### config.mk
export PLATFORM = sky130hd
export DESIGN_NAME = partitioned_multi_queue
export DESIGN_NICKNAME = d
export VERILOG_FILES = /design/src/sv/pmq_pkg.sv /design/src/sv/pmq_part.sv /design/src/sv/pmq_store.sv /design/src/sv/partitioned_multi_queue.sv
export SDC_FILE = /design/constraint.sdc
export NUM_CORES = 1
export LEC_CHECK = 0
export ABC_CLOCK_PERIOD_IN_PS = 11690
export BUFFER_PORTS_ARGS = -buffer_cell sky130_fd_sc_hd__buf_2
export CAP_MARGIN = 20
export CORE_MARGIN = 5
export CORE_UTILIZATION = 35
export DETAILED_ROUTE_END_ITERATION = 12
export GPL_ROUTABILITY_DRIVEN = 0
export PLACE_DENSITY_LB_ADDON = 0.05
export SLEW_MARGIN = 25
export SYNTH_ARGS = -nofsm -noshare
export SYNTH_HDL_FRONTEND = slang
export SYNTH_SLANG_ARGS = --single-unit
### constraint.sdc
create_clock -name clk_i -period 11.69 [get_ports clk_i]
set_input_delay 3.507 -clock clk_i [delete_from_list [all_inputs] [get_ports clk_i]]
set_output_delay 3.507 -clock clk_i [all_outputs]
set_load 0.01 [all_outputs]
### src/sv/pmq_pkg.sv
// Package for the partitioned multi-queue: sizing constants, status and command codes,
// register indexes and the partition descriptor shared by the modules.
// No dependencies.
package pmq_pkg;

  localparam int StoreDepth = 32;
  localparam int NumQueues  = 4;
  localparam int DataWidth  = 32;

  // Register file always carries four partitions; NumQueues limits how many are usable.
  localparam int SlotCount = 4;
  localparam int AddrW     = (StoreDepth > 1) ? $clog2(StoreDepth) : 1;
  localparam int OffW      = 6;
  localparam int SizeW     = 6;
  localparam int ActW      = 3;
  localparam int QidW      = 2;
  localparam int CfgIdxW   = 3;
  localparam int CfgDataW  = 6;
  // Wide enough for the sum of four sizes and for the store depth itself.
  localparam int SumW      = ($clog2(StoreDepth + 1) > 8) ? $clog2(StoreDepth + 1) : 8;

  localparam logic [ActW-1:0]  ActiveReset = 3'd4;
  localparam logic [SizeW-1:0] SizeReset   = 6'd8;

  typedef enum logic [1:0] {
    StOk    = 2'd0,
    StFull  = 2'd1,
    StEmpty = 2'd2,
    StBadQ  = 2'd3
  } status_e;

  typedef enum logic {
    CmdEnq = 1'b0,
    CmdDeq = 1'b1
  } cmd_e;

  typedef enum logic [CfgIdxW-1:0] {
    RegActive = 3'd0,
    RegSize0  = 3'd1,
    RegSize1  = 3'd2,
    RegSize2  = 3'd3,
    RegSize3  = 3'd4
  } reg_e;

  typedef logic [SlotCount-1:0][SizeW-1:0] size_arr_t;
  typedef logic [SlotCount-1:0][OffW-1:0]  off_arr_t;

  typedef struct packed {
    logic [AddrW-1:0] base;
    logic [OffW-1:0]  len;
  } part_t;

endpackage

### src/sv/pmq_part.sv
// Partition lookup: base address and clipped length of the selected queue's partition.
// Depends on pmq_pkg.
module pmq_part (
  input  pmq_pkg::size_arr_t          sizes_i,
  input  logic [pmq_pkg::QidW-1:0]    queue_id_i,
  output pmq_pkg::part_t              part_o
);

  logic [pmq_pkg::SumW-1:0] base_sum;
  logic [pmq_pkg::SumW-1:0] size_ext;
  logic [pmq_pkg::SumW-1:0] room;
  logic [pmq_pkg::OffW-1:0] len;

  always_comb begin
    base_sum = '0;
    for (int i = 0; i < pmq_pkg::SlotCount; i++) begin
      if (i < int'(queue_id_i)) begin
        base_sum = base_sum + pmq_pkg::SumW'(sizes_i[i]);
      end
    end
  end

  always_comb begin
    size_ext = pmq_pkg::SumW'(sizes_i[queue_id_i]);
    room     = pmq_pkg::SumW'(pmq_pkg::StoreDepth) - base_sum;
    // Clip at the end of the store; a partition starting past it is empty.
    priority if (base_sum >= pmq_pkg::SumW'(pmq_pkg::StoreDepth)) begin
      len = '0;
    end else if (size_ext > room) begin
      len = room[pmq_pkg::OffW-1:0];
    end else begin
      len = sizes_i[queue_id_i];
    end
  end

  assign part_o.base = base_sum[pmq_pkg::AddrW-1:0];
  assign part_o.len  = len;

endmodule

### src/sv/pmq_store.sv
// Shared data store: one write port and one read port with registered read data.
// Depends on pmq_pkg.
module pmq_store (
  input  logic                            clk_i,
  input  logic                            wr_en_i,
  input  logic [pmq_pkg::AddrW-1:0]       wr_addr_i,
  input  logic [pmq_pkg::DataWidth-1:0]   wr_data_i,
  input  logic                            rd_en_i,
  input  logic [pmq_pkg::AddrW-1:0]       rd_addr_i,
  output logic [pmq_pkg::DataWidth-1:0]   rd_data_o
);

  logic [pmq_pkg::DataWidth-1:0] mem [pmq_pkg::StoreDepth];
  logic [pmq_pkg::DataWidth-1:0] rd_data_q;

  always_ff @(posedge clk_i) begin
    if (wr_en_i) begin
      mem[wr_addr_i] <= wr_data_i;
    end
  end

  always_ff @(posedge clk_i) begin
    if (rd_en_i) begin
      rd_data_q <= mem[rd_addr_i];
    end
  end

  assign rd_data_o = rd_data_q;

endmodule

### src/sv/partitioned_multi_queue.sv
// Partitioned multi-queue: up to four linear queues carved out of one shared store.
// Depends on pmq_pkg, pmq_part and pmq_store.
//
//   channel   handshake                  payload
//   request   start_i / busy_o           command_i, queue_id_i, write_data_i
//   result    done_o (one-cycle strobe)  read_data_o, status_o
//   config    cfg_valid_i / cfg_ready_o  cfg_index_i, cfg_data_i
//
// One request per cycle; busy_o stays low. The result appears in the cycle after the
// request is taken, set by the registered read port of the store.
// Reset: active count 4, all sizes 8, every head and tail at zero; the store holds
// no reset value and is only read at slots an earlier enqueue wrote.
// Writing any size register clears all heads and tails. Results cannot be stalled.
module partitioned_multi_queue (
  input  logic                                   clk_i,
  input  logic                                   rst_ni,
  input  logic                                   start_i,
  output logic                                   busy_o,
  input  logic                                   command_i,
  input  logic [pmq_pkg::QidW-1:0]               queue_id_i,
  input  logic signed [pmq_pkg::DataWidth-1:0]   write_data_i,
  output logic                                   done_o,
  output logic signed [pmq_pkg::DataWidth-1:0]   read_data_o,
  output logic [1:0]                             status_o,
  input  logic                                   cfg_valid_i,
  output logic                                   cfg_ready_o,
  input  logic [pmq_pkg::CfgIdxW-1:0]            cfg_index_i,
  input  logic [pmq_pkg::CfgDataW-1:0]           cfg_data_i
);

  logic [pmq_pkg::ActW-1:0]   active_q;
  pmq_pkg::size_arr_t         sizes_q;
  pmq_pkg::off_arr_t          head_q;
  pmq_pkg::off_arr_t          tail_q;

  logic                       done_q;
  pmq_pkg::status_e           status_q;
  pmq_pkg::status_e           status_d;
  logic                       deq_ok_q;

  logic                       accept;
  logic                       cfg_we;
  logic                       size_we;
  logic [pmq_pkg::ActW-1:0]   in_use;
  logic [pmq_pkg::OffW-1:0]   head_sel;
  logic [pmq_pkg::OffW-1:0]   tail_sel;
  logic                       enq_ok;
  logic                       deq_ok;
  logic [pmq_pkg::SumW-1:0]   addr_sum;
  logic [pmq_pkg::AddrW-1:0]  addr;
  logic [pmq_pkg::DataWidth-1:0] rd_data;
  pmq_pkg::part_t             part;

  assign busy_o      = 1'b0;
  assign cfg_ready_o = 1'b1;
  assign accept      = start_i && !busy_o;
  assign cfg_we      = cfg_valid_i && cfg_ready_o;

  pmq_part u_part (
    .sizes_i    (sizes_q),
    .queue_id_i (queue_id_i),
    .part_o     (part)
  );

  // Request decode
  always_comb begin
    in_use   = (active_q > pmq_pkg::ActW'(pmq_pkg::NumQueues)) ?
               pmq_pkg::ActW'(pmq_pkg::NumQueues) : active_q;
    head_sel = head_q[queue_id_i];
    tail_sel = tail_q[queue_id_i];
    enq_ok   = 1'b0;
    deq_ok   = 1'b0;
    priority if (pmq_pkg::ActW'(queue_id_i) >= in_use) begin
      status_d = pmq_pkg::StBadQ;
    end else if (command_i == pmq_pkg::CmdEnq) begin
      if (tail_sel >= part.len) begin
        status_d = pmq_pkg::StFull;
      end else begin
        status_d = pmq_pkg::StOk;
        enq_ok   = 1'b1;
      end
    end else begin
      if (head_sel >= tail_sel) begin
        status_d = pmq_pkg::StEmpty;
      end else begin
        status_d = pmq_pkg::StOk;
        deq_ok   = 1'b1;
      end
    end
    addr_sum = pmq_pkg::SumW'(part.base) +
               pmq_pkg::SumW'((command_i == pmq_pkg::CmdEnq) ? tail_sel : head_sel);
    addr     = addr_sum[pmq_pkg::AddrW-1:0];
  end

  pmq_store u_store (
    .clk_i     (clk_i),
    .wr_en_i   (accept && enq_ok),
    .wr_addr_i (addr),
    .wr_data_i (write_data_i),
    .rd_en_i   (accept && deq_ok),
    .rd_addr_i (addr),
    .rd_data_o (rd_data)
  );

  // Configuration registers
  always_comb begin
    size_we = 1'b0;
    if (cfg_we) begin
      unique case (pmq_pkg::reg_e'(cfg_index_i))
        pmq_pkg::RegSize0, pmq_pkg::RegSize1,
        pmq_pkg::RegSize2, pmq_pkg::RegSize3: size_we = 1'b1;
        default:                              size_we = 1'b0;
      endcase
    end
  end

  always_ff @(posedge clk_i or negedge rst_ni) begin
    if (!rst_ni) begin
      active_q <= pmq_pkg::ActiveReset;
      for (int i = 0; i < pmq_pkg::SlotCount; i++) begin
        sizes_q[i] <= pmq_pkg::SizeReset;
      end
    end else if (cfg_we) begin
      unique case (pmq_pkg::reg_e'(cfg_index_i))
        pmq_pkg::RegActive: active_q   <= cfg_data_i[pmq_pkg::ActW-1:0];
        pmq_pkg::RegSize0:  sizes_q[0] <= cfg_data_i;
        pmq_pkg::RegSize1:  sizes_q[1] <= cfg_data_i;
        pmq_pkg::RegSize2:  sizes_q[2] <= cfg_data_i;
        pmq_pkg::RegSize3:  sizes_q[3] <= cfg_data_i;
        default: ;
      endcase
    end
  end

  // Head and tail offsets; a size write clears all of them
  always_ff @(posedge clk_i or negedge rst_ni) begin
    if (!rst_ni) begin
      head_q <= '0;
      tail_q <= '0;
    end else if (size_we) begin
      head_q <= '0;
      tail_q <= '0;
    end else if (accept) begin
      if (enq_ok) begin
        tail_q[queue_id_i] <= tail_sel + pmq_pkg::OffW'(1);
      end
      if (deq_ok) begin
        head_q[queue_id_i] <= head_sel + pmq_pkg::OffW'(1);
      end
    end
  end

  // Result register
  always_ff @(posedge clk_i or negedge rst_ni) begin
    if (!rst_ni) begin
      done_q   <= 1'b0;
      status_q <= pmq_pkg::StOk;
      deq_ok_q <= 1'b0;
    end else begin
      done_q <= accept;
      if (accept) begin
        status_q <= status_d;
        deq_ok_q <= deq_ok;
      end
    end
  end

  assign done_o      = done_q;
  assign status_o    = status_q;
  assign read_data_o = deq_ok_q ? rd_data : '0;

`ifndef SYNTH
  a_result_follows: assert property (@(posedge clk_i) disable iff (!rst_ni)
    accept |=> done_o)
    else $error("request transaction produced no result");

  a_no_spurious: assert property (@(posedge clk_i) disable iff (!rst_ni)
    !accept |=> !done_o)
    else $error("result strobe without a request transaction");

  a_head_le_tail: assert property (@(posedge clk_i) disable iff (!rst_ni)
    (head_q[0] <= tail_q[0]) && (head_q[1] <= tail_q[1]) &&
    (head_q[2] <= tail_q[2]) && (head_q[3] <= tail_q[3]))
    else $error("head offset passed tail offset");

  a_size_clears: assert property (@(posedge clk_i) disable iff (!rst_ni)
    size_we |=> (head_q == '0) && (tail_q == '0))
    else $error("size write did not clear the offsets");

  a_fail_zero_data: assert property (@(posedge clk_i) disable iff (!rst_ni)
    (done_o && (status_o != pmq_pkg::StOk)) |-> (read_data_o == '0))
    else $error("failed request returned nonzero data");
`endif

endmodule

# Yosys cells after proc, flatten, opt, wreduce, memory -nomap -nowiden
# Memories as Yosys holds them, arrays and structs flattened. A register that Yosys moved wholly into a read port is not among the register bits.
# Index checks and enable logic that the tools add are counted.
# word_totals
register_bits,79
wordCells,91
inputBits,48
out_inout_bits,37
ram_bits,1024
mem_count,1
# classes
add_sub_neg,6
reduce_logical,15
n_eq_ne,4
n_lt_le_gt_ge,11
n_mux,38
# mem_list
memory,words,word_bits,rd,rd_clocked_by_memory_dff,wr,line,rtl
u_store.mem,32,32,1,1,1,pmq_store.sv:13,logic [pmq_pkg::DataWidth-1:0] mem [pmq_pkg::StoreDepth];
# op_table
operator,count
two-way mux 24 bit,6
bitwise mux 24 bit,2
two-way mux 6 bit,7
binary-select mux 6 bit (select 2 bit),3
two-way mux 32 bit,1
two-way mux 8 bit,2
AND reduction 2 bit,7
adder 6 x 1 -> 6 bit (second input constant),2
demux 6 bit (select 2 bit),1
greater-or-equal comparator 6 bit,2
two-way mux 1 bit,11
adder 8 x 6 -> 8 bit,1
greater-or-equal comparator 8 x 6 -> 1 bit (second input constant),1
greater-than comparator 6 x 8 -> 1 bit,1
subtractor 6 x 8 -> 8 bit (first input constant),1
adder 6 x 6 -> 7 bit,1
== test 3 x 2 -> 1 bit (second input constant),2
two-way mux 2 bit,3
nonzero test 2 bit,3
adder 5 bit,1
two-way mux 5 bit,1
less-than comparator 1 x 2 -> 1 bit (first input constant),2
OR reduction 4 bit,1
== test 3 x 1 -> 1 bit (second input constant),1
other kinds (9),11

# Longest topological paths before layout
# logic_depth
depth_word,17
mapped_depth,37
ltp_nobuf,34

# Cells and area by module
# From an unflattened synthesis, not the netlist that was laid out.
# hier_totals
hier_cells,2902
area_unflattened_um2,46918.7
# by_module_without_submodules
mod,n_inst,seq_area_each_um2,cells_each,area_per_inst_um2
pmq_store,1,31710.4,2260,40805.4
partitioned_multi_queue,1,1983.2,466,4757.1
pmq_part,1,0.0,176,1356.3

# Worst setup path before layout
# Ideal clock, no wire load.
# synth_path
kind,input to register
from,in queue_id_i[0] in the netlist's numbering
to,mem u_store.mem[0][0] in the netlist's numbering (enable)
path_slack_ns,-0.530
setup_ns,0.421
n_path_buf,4
arrival_time_ns,11.798
stages,34
required_time_ns,11.269
path_cell_list,buf_4 > buf_2 > or2_1 > buf_2 > and2_1 > ha_1 > ha_1 > a211o_1 > nand4b_1 > and2_1 > nand2_1 > xor2_1 > a21o_1 > ha_1 > xor2_1 > a211oi_1 > nand3_4 > or3_1 > xor2_1 > ha_1 > o21a_1 > o22ai_1 > or3b_2 > o21ai_2 > mux2_2 > ha_1 > a21o_1 > a21o_1 > a21o_1 > a21oi_1 > o21ai_1 > or4_1 > buf_1 > nor2_1
# synth_between
elab_chain_len,17
elab_cells_between_ends,29
cone_classes,add/sub (4); order compare (7); mux (17); reduce/logical (1)
# synth_rtl
item,line,rtl
from (decl),partitioned_multi_queue.sv:20,"input logic [pmq_pkg::QidW-1:0] queue_id_i,"
less-than comparator 1 x 2 -> 1 bit,pmq_part.sv:17,if (i < int'(queue_id_i)) begin
two-way mux 6 bit,pmq_part.sv:17,
adder 6 x 6 -> 7 bit,pmq_part.sv:18,base_sum = base_sum + pmq_pkg::SumW'(sizes_i[i]);
two-way mux 8 bit,pmq_part.sv:17,
adder 8 x 6 -> 8 bit,pmq_part.sv:18,
two-way mux 8 bit,pmq_part.sv:17,
subtractor 6 x 8 -> 8 bit,pmq_part.sv:25,room = pmq_pkg::SumW'(pmq_pkg::StoreDepth) - base_sum;
greater-than comparator 6 x 8 -> 1 bit,pmq_part.sv:29,end else if (size_ext > room) begin
two-way mux 6 bit,pmq_part.sv:29,
two-way mux 6 bit,pmq_part.sv:27,priority if (base_sum >= pmq_pkg::SumW'(pmq_pkg::StoreDepth)) begin
greater-or-equal comparator 6 bit,partitioned_multi_queue.sv:76,if (tail_sel >= part.len) begin
two-way mux 1 bit,partitioned_multi_queue.sv:76,
two-way mux 1 bit,partitioned_multi_queue.sv:75,end else if (command_i == pmq_pkg::CmdEnq) begin
two-way mux 1 bit,partitioned_multi_queue.sv:73,priority if (pmq_pkg::ActW'(queue_id_i) >= in_use) begin
logical AND 1 bit,partitioned_multi_queue.sv:97,".wr_en_i (accept && enq_ok),"
two-way mux 1 bit,pmq_store.sv:17,if (wr_en_i) begin
two-way mux 1 bit (implied by the code),pmq_store.sv:18,mem[wr_addr_i] <= wr_data_i;
to (decl),pmq_store.sv:13,
# Parallel ways exist; a longest one is shown, timed or not. The select of a mux whose other input is x is not followed.

# Worst setup path after layout
# layout_path
from,in queue_id_i[0] in the netlist's numbering
to,mem u_store.mem[12][31] in the netlist's numbering (enable)
# The elaborated chain is that of the path after synthesis.

==> results.cfg <==
[clock_network]
cts_tree = yes
cts_max_path_buffers = 3
clk_pin_slew_ps = 50
numCtsBuffers = 130
cts.sinks = 1135
cts-root-buf = clkbuf_16
clock_latency_ps = 770
htreeDepth = 4
cts_hold_buf = 0
post_cts_buffers = 0
post_cts_resized = 0

[sta]
maxSlewHeadroom = 0.308
setup_tns_ps = 0
rsz0062_at_grt = no
setup_violations = 0
fin_crit_sh = 0.930
worst_slew_pin_slew_ps = 1030
fin_skew_ps = 24.1
slew_violations = 0
timing.final.ws_setup_ps = 817
min_period_ps = 10870
hold_viol_final = 0
fmax_mhz = 92.0

[route]
drc = 0
vias = 22900
wl_per_cell_um = 30.3
wl_um = 130000
firstDrtPassIters = 7
vias_per_cell = 5.33
initialDrtViolationCount = 1865
final_antenna_net_count = 0

[pwr]
ir_drop_mv = 0.142
power_mw = 11.6
leakagePower_nw = 17.1
power_density_nw_per_um2 = 218

[grt]
grt_use_total = 0.191
grt.overflow.total = 0
antenna_found_initial = 4
grt_pass1_vias = 24000
grt_first_pass_wirelength_um = 185000
grt_max_degree = 80

[logic_synthesis]
synth_xor_area_frac = 0.00633
synth_top_area_cell = edfxtp_1
synth_top_area_frac = 0.695
synth_area_leaders = edfxtp_1 (69%), mux4_2 (15%), dfrtp_1 (4.1%), mux2i_1 (1.1%), ha_1 (1.0%)
ys_seq_area_frac = 0.738
ys.flop_type = edfxtp_1
synth_most_common_cell = edfxtp_1
synth_area_um2 = 45600
synthCells = 2241
synth_top_family_by_area = multiplexers
async_flop_share = 0.0696
synth_fa_ha_area_frac = 0.0112
synthMuxAreaShare = 0.168
yosys.area_share.simple = 0.0364
synth_nets = 2328
synth.top_cells.by_count = edfxtp_1 (1,056), mux4_2 (296), nor2_1 (104)
syn_area_per_cell_um2 = 20.4
synth-compound-area-share = 0.0270
ys_types = 74
ys_warn_count = 0
ys_seq_elements = 1135
synth_edf_count = 1056

[worst_hold_path]
min_from = active_q[0]
hold_class = reg -> reg
holdPathEnd = active_q[0]
hold_depth = 1

[floorplan]
dieWidth_um = 371
dieArea_um2 = 138000
pin_count = 85
core_area_um2 = 129000
die_h_um = 371
row_count = 132
start_util = 0.352

[final_layout]
areaGrowthSynthToFinish_pct = 16.3
final_cell_area_um2 = 53100
nNetsFinal = 2538
drive_gt1_frac = 0.302
instances_no_fill = 4291

[setup_path]
end_kind = flip-flop
reg2regPathDepth = 31
cp-start-kind = primary input
criticalPathCategory = in -> reg
rr_endpoint = u_store.mem[12][31]
slowest_delay_ps = 470
path_common_cell = ha_1
reg2reg_slack_ps = 3450
cp_data_arrival_time_ps = 11280
worstReg2RegStart = sizes_q[1]
slowest_stage = or4_1
worst-path-max-fanout = 19
cp_data_required_time_ps = 12090

[placement]
pre_cts_ws_ps = 47.0
dpl.hpwl_um = 81500
placedCellCount = 4061
dpl_cell_area_um2 = 49100
portBuffers = 82

[run]
cap_violations = 0

[status]
status = finished clean
layout by cell type, fill, tap and decap left out, types with 14 or more instances in the layout:
master and instances:
a211oi_1 23, a21o_1 16, a21oi_1 28, a22oi_1 21
and2_1 42, and3_1 14, buf_12 15, buf_2 81
buf_4 97, clkbuf_1 28, clkbuf_16 130, clkinv_1 25
clkinv_2 21, dfrtp_1 73, edfxtp_1 1056, ha_1 36
inv_1 18, mux2_2 41, mux2i_1 52, mux4_2 296
nand2_1 81, nand3_1 38, nor2_1 68, nor2_4 33
o21ai_0 17, xnor2_1 16
metrics by stage:
stage | hold slack, ps | utilization
floorplan | 473 | -
global placement | 497 | 0.379
detailed placement | 502 | 0.379
CTS | 517 | 0.410
global route | 543 | 0.410
finish | 507 | 0.410
how the worst max path moves through the flow:
| stage | startpoint | end | slack (ps) |
|---|---|---|---|
| 2_1_floorplan | queue_id_i[0] | u_store.mem[11][0] | -390 |
| 5_1_grt | queue_id_i[1] | u_store.mem[7][7] | 470 |
| 3_3_place_gp | queue_id_i[0] | u_store.mem[20][7] | 70 |
| 3_5_place_dp | queue_id_i[1] | u_store.mem[12][30] | 50 |
| 6_report | queue_id_i[0] | u_store.mem[12][31] | 820 |
| 4_1_cts | queue_id_i[1] | u_store.mem[20][19] | 830 |
state kept, by name, indices dropped and copies added, names as in the netlist:
register / cells
u_store.mem: 1024
u_store.rd_data_o: 32
head_q: 24
sizes_q: 24
tail_q: 24
active_q: 3
status_o: 2
deq_ok_q: 1
done_o: 1
routing by layer:
layer  vias up  track usage  wire length, um
li1       9683            -                -
met1     12500        0.271            58900
met2       551        0.306            62700
met3       156       0.0363             6120
met4         2       0.0445             2440
met5         -            0                7
power by group:
group          total [mW]  leakage, nW  internal (mW)  switching (mW)
Sequential           4.65         10.5           4.60          0.0575
Combinational        3.13         4.70           1.24            1.89
Clock                3.79         1.92           2.13            1.66
area by class of cell:
class	count	area (um^2)
Fill cell	11600	76400
Sequential cell	1135	33700
Multi-Input combinational cell	971	11700
Clock buffer	161	3400
Tap cell	1742	2180
Timing Repair Buffer	195	1470
Clock inverter	66	532
Inverter	18	67.6
Antenna cell	3	7.51
cell families after synthesis:
| kind of cell | after synthesis |
|---|---|
| AO/OA/AOI/OAI | 176 |
| XOR/XNOR | 30 |
| adder cells (fa/ha/maj) | 40 |
| buffers and inverters | 135 |
| flip-flops | 1135 |
| multiplexers | 389 |
| other | 2 |
| AND/OR/NAND/NOR | 334 |
worst max-delay path: cells and delay by family:
family	cells	cell delay, ps
adders and majority gates	5	1400
xor gates and xnor gates	3	490
and+or+nand+nor	10	2530
buffers and inverters	3	720
muxes	1	380
AOI/OAI and AO/OA	11	2220
No activity file was read; power rests on OpenSTA's default activity.
